**src/hdl/foia_pkg.sv**
```systemverilog
// Package for the four-operation integer ALU: data width, operation codes and
// the structures passed between the top level and the serial engine.
// Depends on nothing; every other file imports it.
`timescale 1ns / 1ps

package foia_pkg;

    localparam int DATA_WIDTH = 32;
    localparam int REQ_TYPE_W = 2;
    localparam int CNT_W      = $clog2(DATA_WIDTH);

    typedef enum logic [REQ_TYPE_W-1:0] {
        OP_ADD = 2'd0,
        OP_SUB = 2'd1,
        OP_MUL = 2'd2,
        OP_DIV = 2'd3
    } t_op_code;

    // Operation handed to the engine when a transaction is accepted.
    typedef struct packed {
        logic [REQ_TYPE_W-1:0] req_type;
        logic [DATA_WIDTH-1:0] operand_a;
        logic [DATA_WIDTH-1:0] operand_b;
    } t_eng_req;

    // Finished result offered by the engine.
    typedef struct packed {
        logic [DATA_WIDTH-1:0] result_value;
        logic                  divide_by_zero;
    } t_eng_res;

    typedef struct packed {
        logic start;
        logic res_ready;
    } t_eng_ctl;

    typedef struct packed {
        logic idle;
        logic res_valid;
    } t_eng_stat;

endpackage

```
**src/hdl/foia_engine.sv**
```systemverilog
// Serial arithmetic engine: shift-and-add multiply and restoring divide, one
// operand bit per cycle through shift registers, plus add/subtract computed at load.
// Depends on foia_pkg.
`timescale 1ns / 1ps

module foia_engine import foia_pkg::*; (
    input  logic      i_clk,
    input  logic      i_rst_n,
    input  t_eng_ctl  i_ctl,
    input  t_eng_req  i_req,
    output t_eng_stat o_stat,
    output t_eng_res  o_res
);

    typedef enum logic [2:0] {
        ST_IDLE = 3'b001,
        ST_RUN  = 3'b010,
        ST_FIX  = 3'b100
    } t_state;

    t_state                r_state, n_state;
    logic [DATA_WIDTH-1:0] r_acc, n_acc;
    logic [DATA_WIDTH-1:0] r_x, n_x;
    logic [DATA_WIDTH-1:0] r_y, n_y;
    logic [CNT_W-1:0]      r_cnt, n_cnt;
    logic                  r_div, n_div;
    logic                  r_neg, n_neg;
    logic                  r_dz, n_dz;

    logic [DATA_WIDTH-1:0] rem_sh;
    logic [DATA_WIDTH-1:0] add_a;
    logic [DATA_WIDTH-1:0] add_b;
    logic [DATA_WIDTH:0]   sum;
    logic                  take;
    logic [DATA_WIDTH-1:0] res_sel;
    logic [DATA_WIDTH-1:0] mag_a;
    logic [DATA_WIDTH-1:0] mag_b;

    // One shared adder: accumulate for multiply, trial subtract for divide.
    always_comb begin
        rem_sh = {r_acc[DATA_WIDTH-2:0], r_y[DATA_WIDTH-1]};
        add_a  = r_div ? rem_sh : r_acc;
        add_b  = r_div ? ~r_x : r_x;
        sum    = {1'b0, add_a} + {1'b0, add_b} + (DATA_WIDTH + 1)'(r_div);
        // The dropped remainder bit or a carry out means the divisor fits.
        take   = r_acc[DATA_WIDTH-1] | sum[DATA_WIDTH];
    end

    assign mag_a = i_req.operand_a[DATA_WIDTH-1] ? (~i_req.operand_a + 1'b1) : i_req.operand_a;
    assign mag_b = i_req.operand_b[DATA_WIDTH-1] ? (~i_req.operand_b + 1'b1) : i_req.operand_b;

    always_comb begin
        n_state = r_state;
        n_acc   = r_acc;
        n_x     = r_x;
        n_y     = r_y;
        n_cnt   = r_cnt;
        n_div   = r_div;
        n_neg   = r_neg;
        n_dz    = r_dz;
        case (r_state)
            ST_IDLE: begin
                if (i_ctl.start) begin
                    n_div = 1'b0;
                    n_neg = 1'b0;
                    n_dz  = 1'b0;
                    n_acc = '0;
                    n_x   = i_req.operand_a;
                    n_y   = i_req.operand_b;
                    n_cnt = CNT_W'(DATA_WIDTH - 1);
                    case (t_op_code'(i_req.req_type))
                        OP_ADD: begin
                            n_acc   = i_req.operand_a + i_req.operand_b;
                            n_state = ST_FIX;
                        end
                        OP_SUB: begin
                            n_acc   = i_req.operand_a - i_req.operand_b;
                            n_state = ST_FIX;
                        end
                        OP_MUL: begin
                            n_state = ST_RUN;
                        end
                        OP_DIV: begin
                            if (i_req.operand_b == '0) begin
                                n_dz    = 1'b1;
                                n_state = ST_FIX;
                            end else begin
                                n_div   = 1'b1;
                                n_neg   = i_req.operand_a[DATA_WIDTH-1]
                                          ^ i_req.operand_b[DATA_WIDTH-1];
                                n_x     = mag_b;
                                n_y     = mag_a;
                                n_state = ST_RUN;
                            end
                        end
                        default: begin
                            n_state = ST_IDLE;
                        end
                    endcase
                end
            end
            ST_RUN: begin
                if (r_div) begin
                    n_acc = take ? sum[DATA_WIDTH-1:0] : rem_sh;
                    n_y   = {r_y[DATA_WIDTH-2:0], take};
                end else begin
                    n_acc = r_y[0] ? sum[DATA_WIDTH-1:0] : r_acc;
                    n_x   = {r_x[DATA_WIDTH-2:0], 1'b0};
                    n_y   = {1'b0, r_y[DATA_WIDTH-1:1]};
                end
                if (r_cnt == '0) begin
                    n_state = ST_FIX;
                end else begin
                    n_cnt = r_cnt - 1'b1;
                end
            end
            ST_FIX: begin
                if (i_ctl.res_ready) begin
                    n_state = ST_IDLE;
                end
            end
            default: begin
                n_state = ST_IDLE;
            end
        endcase
    end

    always_ff @(posedge i_clk) begin
        if (!i_rst_n) begin
            r_state <= ST_IDLE;
        end else begin
            r_state <= n_state;
        end
        r_acc <= n_acc;
        r_x   <= n_x;
        r_y   <= n_y;
        r_cnt <= n_cnt;
        r_div <= n_div;
        r_neg <= n_neg;
        r_dz  <= n_dz;
    end

    // The quotient ends up in the dividend register, everything else in the accumulator.
    assign res_sel             = r_div ? r_y : r_acc;
    assign o_res.result_value  = r_neg ? (~res_sel + 1'b1) : res_sel;
    assign o_res.divide_by_zero = r_dz;
    assign o_stat.idle         = (r_state == ST_IDLE);
    assign o_stat.res_valid    = (r_state == ST_FIX);

`ifndef SYNTHESIS
    a_start_idle: assert property (@(posedge i_clk) disable iff (!i_rst_n)
        i_ctl.start |-> r_state == ST_IDLE)
        else $error("engine started while busy");
    a_dz_zero: assert property (@(posedge i_clk) disable iff (!i_rst_n)
        (r_state == ST_FIX && r_dz) |-> o_res.result_value == '0)
        else $error("zero divisor gave a nonzero result");
    a_run_end: assert property (@(posedge i_clk) disable iff (!i_rst_n)
        (r_state == ST_RUN && r_cnt == '0) |=> r_state == ST_FIX)
        else $error("serial run did not finish after the last bit");
    a_fix_hold: assert property (@(posedge i_clk) disable iff (!i_rst_n)
        (r_state == ST_FIX && !i_ctl.res_ready) |=>
            (r_state == ST_FIX && $stable(o_res.result_value)))
        else $error("pending result changed before it was taken");
`endif

endmodule

```
**config.mk**
```make
export PLATFORM = sky130hd
export DESIGN_NAME = foia_engine
export DESIGN_NICKNAME = d
export VERILOG_FILES = /design/src/hdl/foia_pkg.sv /design/src/hdl/foia_engine.sv
export SDC_FILE = /design/constraint.sdc
export NUM_CORES = 1
export LEC_CHECK = 0
export BUFFER_PORTS_ARGS = -buffer_cell sky130_fd_sc_hd__clkbuf_2
export CORE_AREA = 4 4 131 228
export CTS_BUF_LIST = sky130_fd_sc_hd__clkbuf_8
export CTS_CLUSTER_DIAMETER = 50
export DETAILED_ROUTE_END_ITERATION = 10
export DIE_AREA = 0 0 135 232
export PLACE_DENSITY_LB_ADDON = 0.12
export SYNTH_ARGS = -nofsm -noshare
export SYNTH_HDL_FRONTEND = slang
export SYNTH_SLANG_ARGS = --single-unit
export TNS_END_PERCENT = 1
```
**constraint.sdc**
```tcl
create_clock -name i_clk -period 10.5 [get_ports i_clk]
set_clock_uncertainty 0.05 [all_clocks]
set_input_delay 1.05 -clock i_clk [delete_from_list [all_inputs] [get_ports i_clk]]
set_output_delay 1.05 -clock i_clk [all_outputs]
set_load 0.01 [all_outputs]
```
==> results of run 1 <==
==> synthesized netlist by cell type, types with 6 or more instances <==
master / n / area [um2]
buf_2: 16 / 80.1
or2_2: 8 / 50.1
a211oi_1: 6 / 45.0
inv_1: 24 / 90.1
nand3_1: 18 / 90.1
nor2b_1: 19 / 119
a21boi_0: 8 / 60.1
and3_1: 11 / 68.8
a21oi_1: 91 / 455
edfxtp_1: 104 / 3120
nor3b_1: 6 / 45.0
mux2i_1: 84 / 841
and2_1: 12 / 75.1
o21ai_0: 149 / 746
or3_1: 13 / 81.3
xnor2_1: 70 / 613
nand2b_1: 32 / 200
o21a_1: 14 / 105
xor2_1: 136 / 1190
a31oi_1: 21 / 131
nor2_1: 90 / 338
or4_1: 10 / 75.1
o22ai_1: 19 / 119
nor3_1: 35 / 175
a21o_1: 27 / 203
nand2_1: 224 / 841
nand4_1: 10 / 62.6
o41ai_1: 7 / 61.3
nor4_1: 12 / 75.1
clkbuf_1: 69 / 259
o21bai_1: 7 / 52.6
o211ai_1: 28 / 210
ha_1: 67 / 838
mux2_2: 21 / 236
o31ai_1: 23 / 173
buf_1: 9 / 33.8
==> kinds of logic after synthesis <==
| logic type | Yosys count |
|---|---|
| multiplexers | 105 |
| flip-flops | 107 |
| AO/OA/AOI/OAI | 435 |
| adder cells (fa/ha/maj) | 69 |
| AND/OR/NAND/NOR | 513 |
| XOR/XNOR | 206 |
| buffers and inverters | 120 |
==> per-layer routing <==
metal	vias up	track usage, %
li1	5706	-
met1	5390	33.5
met2	310	42.6
met3	59	2.58
met4	0	7.82
met5	-	0
==> registers in the layout, indices dropped and copies added, names as in the netlist <==
name     flops
r_dz         1
r_x         32
r_cnt        5
r_state      3
r_y         32
r_div        1
r_neg        1
r_acc       32
==> worst max-delay path, stage by stage (launching register included) <==
cell and delay [ns]:
edfxtp_1 0.40, buf_12 0.45, buf_4 0.68, nand2b_1 0.21, nand2_1 0.09, or3_1 0.39, nor2_1 0.27, o221ai_1 0.31
nor3_1 0.62, nand2_1 0.17, o21ai_0 0.23, xor2_1 0.16, clkbuf_2 0.15
==> power groups by stage <==
stage / registers (W) / clock network (W) / logic, W
floorplan: 0.000574 / 0 / 0.000743
finish: 0.000588 / 0.000263 / 0.00101
CTS: 0.000588 / 0.000275 / 0.00101
global route: 0.000595 / 0.000289 / 0.00111
detailed placement: 0.000598 / 0 / 0.00100
global placement: 0.000598 / 0 / 0.000995
==> path summary, 6_finish.rpt <==
path | start | endpoint | slack [ns] | cells past startpoint
min | r_state[2] | r_state[2] | 0.52 | 1
min reg2reg | r_state[2] | r_state[2] | 0.52 | 1
max | r_div | o_res[32] | 4.71 | 12
max reg2reg | r_div | r_acc[15] | 4.85 | 13
==> final cells by class <==
| class | instances | share of cell area, % |
|---|---|---|
| Tap cell | 373 | 3.48 |
| Sequential cell | 107 | 23.8 |
| Timing Repair Buffer | 115 | 4.59 |
| Clock inverter | 6 | 0.345 |
| Multi-Input combinational cell | 1328 | 66.1 |
| Inverter | 24 | 0.672 |
| Clock buffer | 10 | 1.03 |
==> metrics by stage <==
step                      setup slack (ns)  std cells  cell area (um2)  utilization (%)
after CTS                             4.70       1963            13400             48.1
final                                 4.71       1963            13400             48.1
after detailed placement              4.79       1947            13200             47.4
after global placement                4.79       1947            13200             47.4
after floorplan                       5.38       1555            12500                -
after global routing                  4.38       1963            13400             48.1
==> flow_summary.ini, run 1 <==
[run_status]
outcome = complete, no violations

[die]
die_width_um = 135
die-area_mm2 = 0.0313
initial_core_util_pct = 44.8
die_h_um = 232
fp-row-count = 81
coreArea_mm2 = 0.0279
io_pins = 105

[route]
drtIter0Drc = 865
antenna_left = 0
avgViaCountPerCell = 5.84
top_layer = met4
drcViolationCount = 0
firstDrtPassIters = 6
met2WireLength_um = 19300
vias = 11465
wl_met1_um = 17500
totalWireLength_um = 39500
met3_length_um = 1550
wl_per_cell_um = 20.1

[final_layout]
fillers = 2827
register_area_mm2 = 0.00318
multi_input_area_mm2 = 0.00886
final_cell_mix = 221 x nand2_1, 148 x o21ai_0, 136 x xor2_1
diodes = 0
mostFrequentLayoutCell = nand2_1
syn_to_final_growth_pct = 7.23
nNetsFinal = 1724
drive_gt1_share_pct = 10.9

[place]
port_buffers = 104
gp_congestion = 0.976
hpwl_um = 30700

[pwr]
p_int_w = 0.00104
cellPowerDensity_mw_per_mm2 = 139
p_sw_w = 0.000821
seqPwrFrac_pct = 31.6
pwr-share-clk_pct = 14.1
power_w = 0.00186
p_leak_nw = 5.48
combPwrFrac_pct = 54.3
vdd_ir_drop_max_mv = 0.0606
switching_share_pct = 44.0

[worst_hold_path]
min_path_type = flip-flop to flip-flop

[clocking]
clock_tree.buffer_depth = 2
clk_pin_slew_ns = 0.12
cts_resized = 0
cts_tree = built
cts_made_buffers = 9
cts_max_level = 3
postCtsSetupRepairBufs = 0
insertion_delay_ns = 0.42
cts.root.buffer_cell = clkbuf_8
cts.sinks = 107
hold_buffers = 0

[global_route]
grt_max_degree = 117
grt_pass1_vias = 11111
grt_use_total_pct = 25.1
grt_pass1_wl_um = 61800
globalRouteOverflowTotal = 0
antenna_found_initial = 0

[logic_synthesis]
synth-compound-area-share_pct = 21.2
ys_seq_elements = 107
synth_area_per_cell_um2 = 8.04
ys_types = 66
netlist_instances = 1555
synth-xor-area-share_pct = 14.4
synth_top_family_by_area = compound AO/OA/AOI/OAI gates
ys.warnings.count = 0
synth_seq_area_share_pct = 25.5
synth_edf_count = 104
synthesis.nets = 1694
ys_async_sr_fraction_pct = 0
muxShareOfSynthArea_pct = 8.62
synth_fa_ha_area_share_pct = 7.03
synthesis.area_mm2 = 0.0125
yosys.area_share.simple_pct = 19.3
synthFlopType = edfxtp_1

[timing]
setup_tns_ns = 0
finalHoldViolations = 0
slew_headroom_pct = 26.0
setup_viol = 0
timing.final.crit_share_pct = 55.2
min_period_ns = 5.79
rsz0062_at_grt = no
whs_ns = 0.522
drv_slew = 0
fmax_ghz = 0.173
worst_slew_pin_slew_ns = 1.11

[setup_path]
cp.required_ns = 9.40
setup.worst_path.class = flip-flop to primary output
end_kind = primary output
cp_max_fo = 116
cp-start-kind = flip-flop
critical_path_arrival_ns = 4.69

[job]
cap_violations = 0
Power figures use the tool's default switching activity.
==> run 2, diff against run 1 <==
clock period = 5.1 ns   (was 10.5 ns; I/O delays follow)
==> flow_summary.ini, run 2 (synthesis results as in run 1) <==
[place]
gp_congestion = 0.918
hpwl_um = 31600
port_buffers = 104
dp_cells = 1969

[setup_path]
cp-start-kind = flip-flop
end_kind = primary output
r2r_start = r_x[0]
cp.required_ns = 4.54
critPathLaunch = r_div
cp_max_fo = 50
critical_path_arrival_ns = 4.09
setup.worst_path.class = flip-flop to primary output

[route]
drcViolationCount = 0
wl_per_cell_um = 20.0
antenna_left = 0
drtIter0Drc = 796
vias = 11571
firstDrtPassIters = 5
totalWireLength_um = 39700
avgViaCountPerCell = 5.83

[run_status]
outcome = complete, no violations

[final_layout]
final_cell_mix = 221 x nand2_1, 148 x o21ai_0, 136 x xor2_1
syn_to_final_growth_pct = 8.72
diodes = 0
fillers = 2827
top_regs = r_acc: 32 flops, r_x: 32 flops, r_y: 32 flops
mostFrequentLayoutCell = nand2_1
nNetsFinal = 1746
fin_cells = 1985
drive_gt1_share_pct = 12.1

[timing]
worst_slew_pin_slew_ns = 1.01
rsz0062_at_grt = no
timing.final.crit_share_pct = 91.2
setup_tns_ns = 0
setup_viol = 0
slew_headroom_pct = 32.9
fmax_ghz = 0.215
min_period_ns = 4.65
drv_slew = 0
finalHoldViolations = 0

[worst_hold_path]
hp-start = i_rst_n
min_path_type = primary input to flip-flop

[pwr]
cellPowerDensity_mw_per_mm2 = 287
vdd_ir_drop_max_mv = 0.136
p_leak_nw = 5.61

[clocking]
cts.root.buffer_cell = clkbuf_8
cts.sinks = 107
cts_tree = built
cts_made_buffers = 9
insertion_delay_ns = 0.42
hold_buffers = 0
clk_pin_slew_ns = 0.11
cts_max_level = 3
clock_tree.buffer_depth = 2

[global_route]
grt_max_degree = 57
globalRouteOverflowTotal = 0
antenna_found_initial = 1
grt_use_total_pct = 25.0
grt_pass1_vias = 11347
grt_pass1_wl_um = 61800

[job]
cap_violations = 0

[die]
die_width_um = 135
fp-row-count = 81
die-area_mm2 = 0.0313
coreArea_mm2 = 0.0279
io_pins = 105
die_h_um = 232
initial_core_util_pct = 44.8
run 2: cell count changes in the layout (fill, tap and decap cells not counted), sizes merged:
cell / change
inv: +1
buf: +22
bufinv: +1
clkbuf: -1
clkinvlp: -1
run 2: per-stage QoR:
stage / hold slack, ns / cell area [um2] / total power [W] / worst slack (ns) / util [%]
after floorplan: 0.467 / 12500 / 0.00271 / 0.264 / -
after global placement: 0.492 / 13400 / 0.00330 / 0.400 / 48.0
after detailed placement: 0.500 / 13400 / 0.00331 / 0.397 / 48.0
after CTS: 0.184 / 13600 / 0.00390 / 0.266 / 48.7
after global routing: 0.214 / 13600 / 0.00417 / 0.141 / 48.7
final: 0.227 / 13600 / 0.00390 / 0.447 / 48.7
run 2: path summary, 6_finish.rpt:
path	to	slack (ns)	cells past startpoint
max	o_res[27]	0.45	11
min	r_state[0]	0.23	2
max reg2reg	r_acc[28]	0.82	13
min reg2reg	r_state[2]	0.52	1
run 2: critical path: stages (launching register included):
cell and delay (ns):
edfxtp_1 0.53, buf_12 0.30, buf_4 0.25, mux2i_1 0.30
nand2_1 0.16, nor4_1 0.53, nor2b_1 0.28, nand2_1 0.14
or3_1 0.52, o31ai_1 0.33, xor2_1 0.17, clkbuf_2 0.15
run 2: report_power, final:
part | leakage [nW] | switching, W | internal [W]
clock | 0.107 | 0.000346 | 0.000233
sequential | 1.01 | 0.000113 | 0.00110
combinational | 4.49 | 0.00124 | 0.000864
run 2: layout make-up:
type | count | area [um2] | area share (%)
multi-input combinational | 1328 | 8870 | 65.3
sequential | 107 | 3180 | 23.4
timing repair buffer | 137 | 781 | 5.75
tap | 373 | 467 | 3.43
clock buffer | 9 | 124 | 0.912
inverter | 24 | 90.1 | 0.663
clock inverter | 7 | 76.3 | 0.562
run 2: per-layer routing:
metal | up-vias | GRT usage [%] | wire length [um] | share of wire (%)
met5 | - | 0 | 13 | 0.033
met4 | 2 | 9.68 | 1430 | 3.6
met3 | 61 | 2.84 | 1650 | 4.2
met2 | 319 | 42.2 | 19200 | 48
met1 | 5454 | 32.7 | 17400 | 44
li1 | 5735 | - | - | -
run 2: timing repair:
| action | in CTS | in global routing |
|---|---|---|
| buffers inserted | 0 | 0 |
| setup endpoints to repair | 0 | 1 |
| gates resized for setup | 0 | 1 |
==> run 3, diff against run 2 <==
SETUP_SLACK_MARGIN = 0.5   (was not set)
==> flow_summary.ini, run 3 (synthesis results as in run 1) <==
[timing]
rsz0062_at_grt = no
drv_slew = 0
finalHoldViolations = 0
setup_viol = 0
worst_slack_ns = 0.774
worst_slew_pin_slew_ns = 0.972
timing.final.crit_share_pct = 84.8
setup_tns_ns = 0
min_period_ns = 4.33
fmax_ghz = 0.231
slew_headroom_pct = 35.2

[final_layout]
multi_input_area_mm2 = 0.00889
diodes = 0
fin_util_pct = 49.1
syn_to_final_growth_pct = 9.55
nNetsFinal = 1752
top_regs = r_acc: 32 flops, r_x: 32 flops, r_y: 32 flops
final_area_mm2 = 0.0137
register_area_mm2 = 0.00318
final_cell_mix = 221 x nand2_1, 147 x o21ai_0, 136 x xor2_1
mostFrequentLayoutCell = nand2_1
fillers = 2798
drive_gt1_share_pct = 12.7

[clocking]
cts_max_level = 3
clk_pin_slew_ns = 0.12
hold_buffers = 0
clock_tree.buffer_depth = 2
cts.root.buffer_cell = clkbuf_8
cts_made_buffers = 9
insertion_delay_ns = 0.42
cts_tree = built
cts.sinks = 107

[global_route]
grt_util_met3_pct = 2.12
met2_usage_pct = 42.0
grtUsageMet1_pct = 32.8
grt_use_total_pct = 24.5
grt.busiest_layer = met2
antenna_found_initial = 0
grt_pass1_wl_um = 60800
globalRouteOverflowTotal = 0
grt_pass1_vias = 11075
grt_max_degree = 122

[route]
totalWireLength_um = 39200
wl_per_cell_um = 19.7
antenna_left = 0
avgViaCountPerCell = 5.80
drcViolationCount = 0
vias = 11552
firstDrtPassIters = 5
drtIter0Drc = 763

[die]
die_width_um = 135
fp-row-count = 81
die_h_um = 232
io_pins = 105
coreArea_mm2 = 0.0279
die-area_mm2 = 0.0313
initial_core_util_pct = 44.8

[pwr]
power_w = 0.00388
cellPowerDensity_mw_per_mm2 = 283
p_leak_nw = 5.64
vdd_ir_drop_max_mv = 0.129

[run_status]
outcome = complete, no violations

[setup_path]
setup.worst_path.class = flip-flop to primary output
critical_path_arrival_ns = 3.77
cp-start-kind = flip-flop
crit_chain = buf_12, buf_4, mux2i_1, ha_1, nand2_1, nor4_2, buf_4, nor2b_1, nand2_1, or3_4, o31ai_1, xor2_1, clkbuf_2
cp.required_ns = 4.54
slowest_stage = or3_4
critPathBufInv = 4
worst_path_dominant_cell_family = simple AND/OR/NAND/NOR gates
crit_path_max_incr_delay_ns = 0.46
end_kind = primary output
cp_max_fo = 24

[place]
gp_congestion = 0.954
dpl_cell_area_mm2 = 0.0134
port_buffers = 104
pre_cts_ws_ns = 0.454
hpwl_um = 30800

[job]
cap_violations = 0

[worst_hold_path]
min_path_type = primary input to flip-flop
==> run 3: power by group <==
part | switching, W | internal, W | leakage (nW) | total, W
sequential | 0.000110 | 0.00110 | 1.01 | 0.00121
clock | 0.000349 | 0.000185 | 0.0844 | 0.000535
combinational | 0.00124 | 0.000889 | 4.54 | 0.00213
==> run 3: path summary, 6_finish.rpt <==
path                    from    endpoint  slack [ns]  cells after the start
setup / recovery       r_div   o_res[27]        0.77                     13
hold / removal       i_rst_n  r_state[0]        0.22                      2
setup reg to reg       r_div   r_acc[24]        0.83                     14
hold reg to reg   r_state[2]  r_state[2]        0.54                      1
==> run 3: stage by stage <==
step / hold WS, ns / instances
finish: 0.223 / 1991
global route: 0.215 / 1991
CTS: 0.201 / 1989
detailed placement: 0.497 / 1973
global placement: 0.492 / 1973
floorplan: 0.467 / 1555
==> run 3: layout make-up <==
type | count | area share (%)
sequential | 107 | 23.2
clock inverter | 7 | 0.439
clock buffer | 9 | 0.905
multi-input combinational | 1328 | 64.9
tap | 373 | 3.41
timing repair buffer | 143 | 6.43
inverter | 24 | 0.658
==> run 3: what timing repair did <==
action,4_1_cts,5_1_grt
gates resized for setup,2,4
buffers inserted,0,1
gates cloned,0,1
endpoints found under the setup margin,4,10
==> run 3: routing by layer <==
layer | routed length, um | vias up
met5 | 0 | -
met4 | 1010 | 0
met3 | 1320 | 53
met2 | 19300 | 304
met1 | 17600 | 5436
li1 | - | 5759
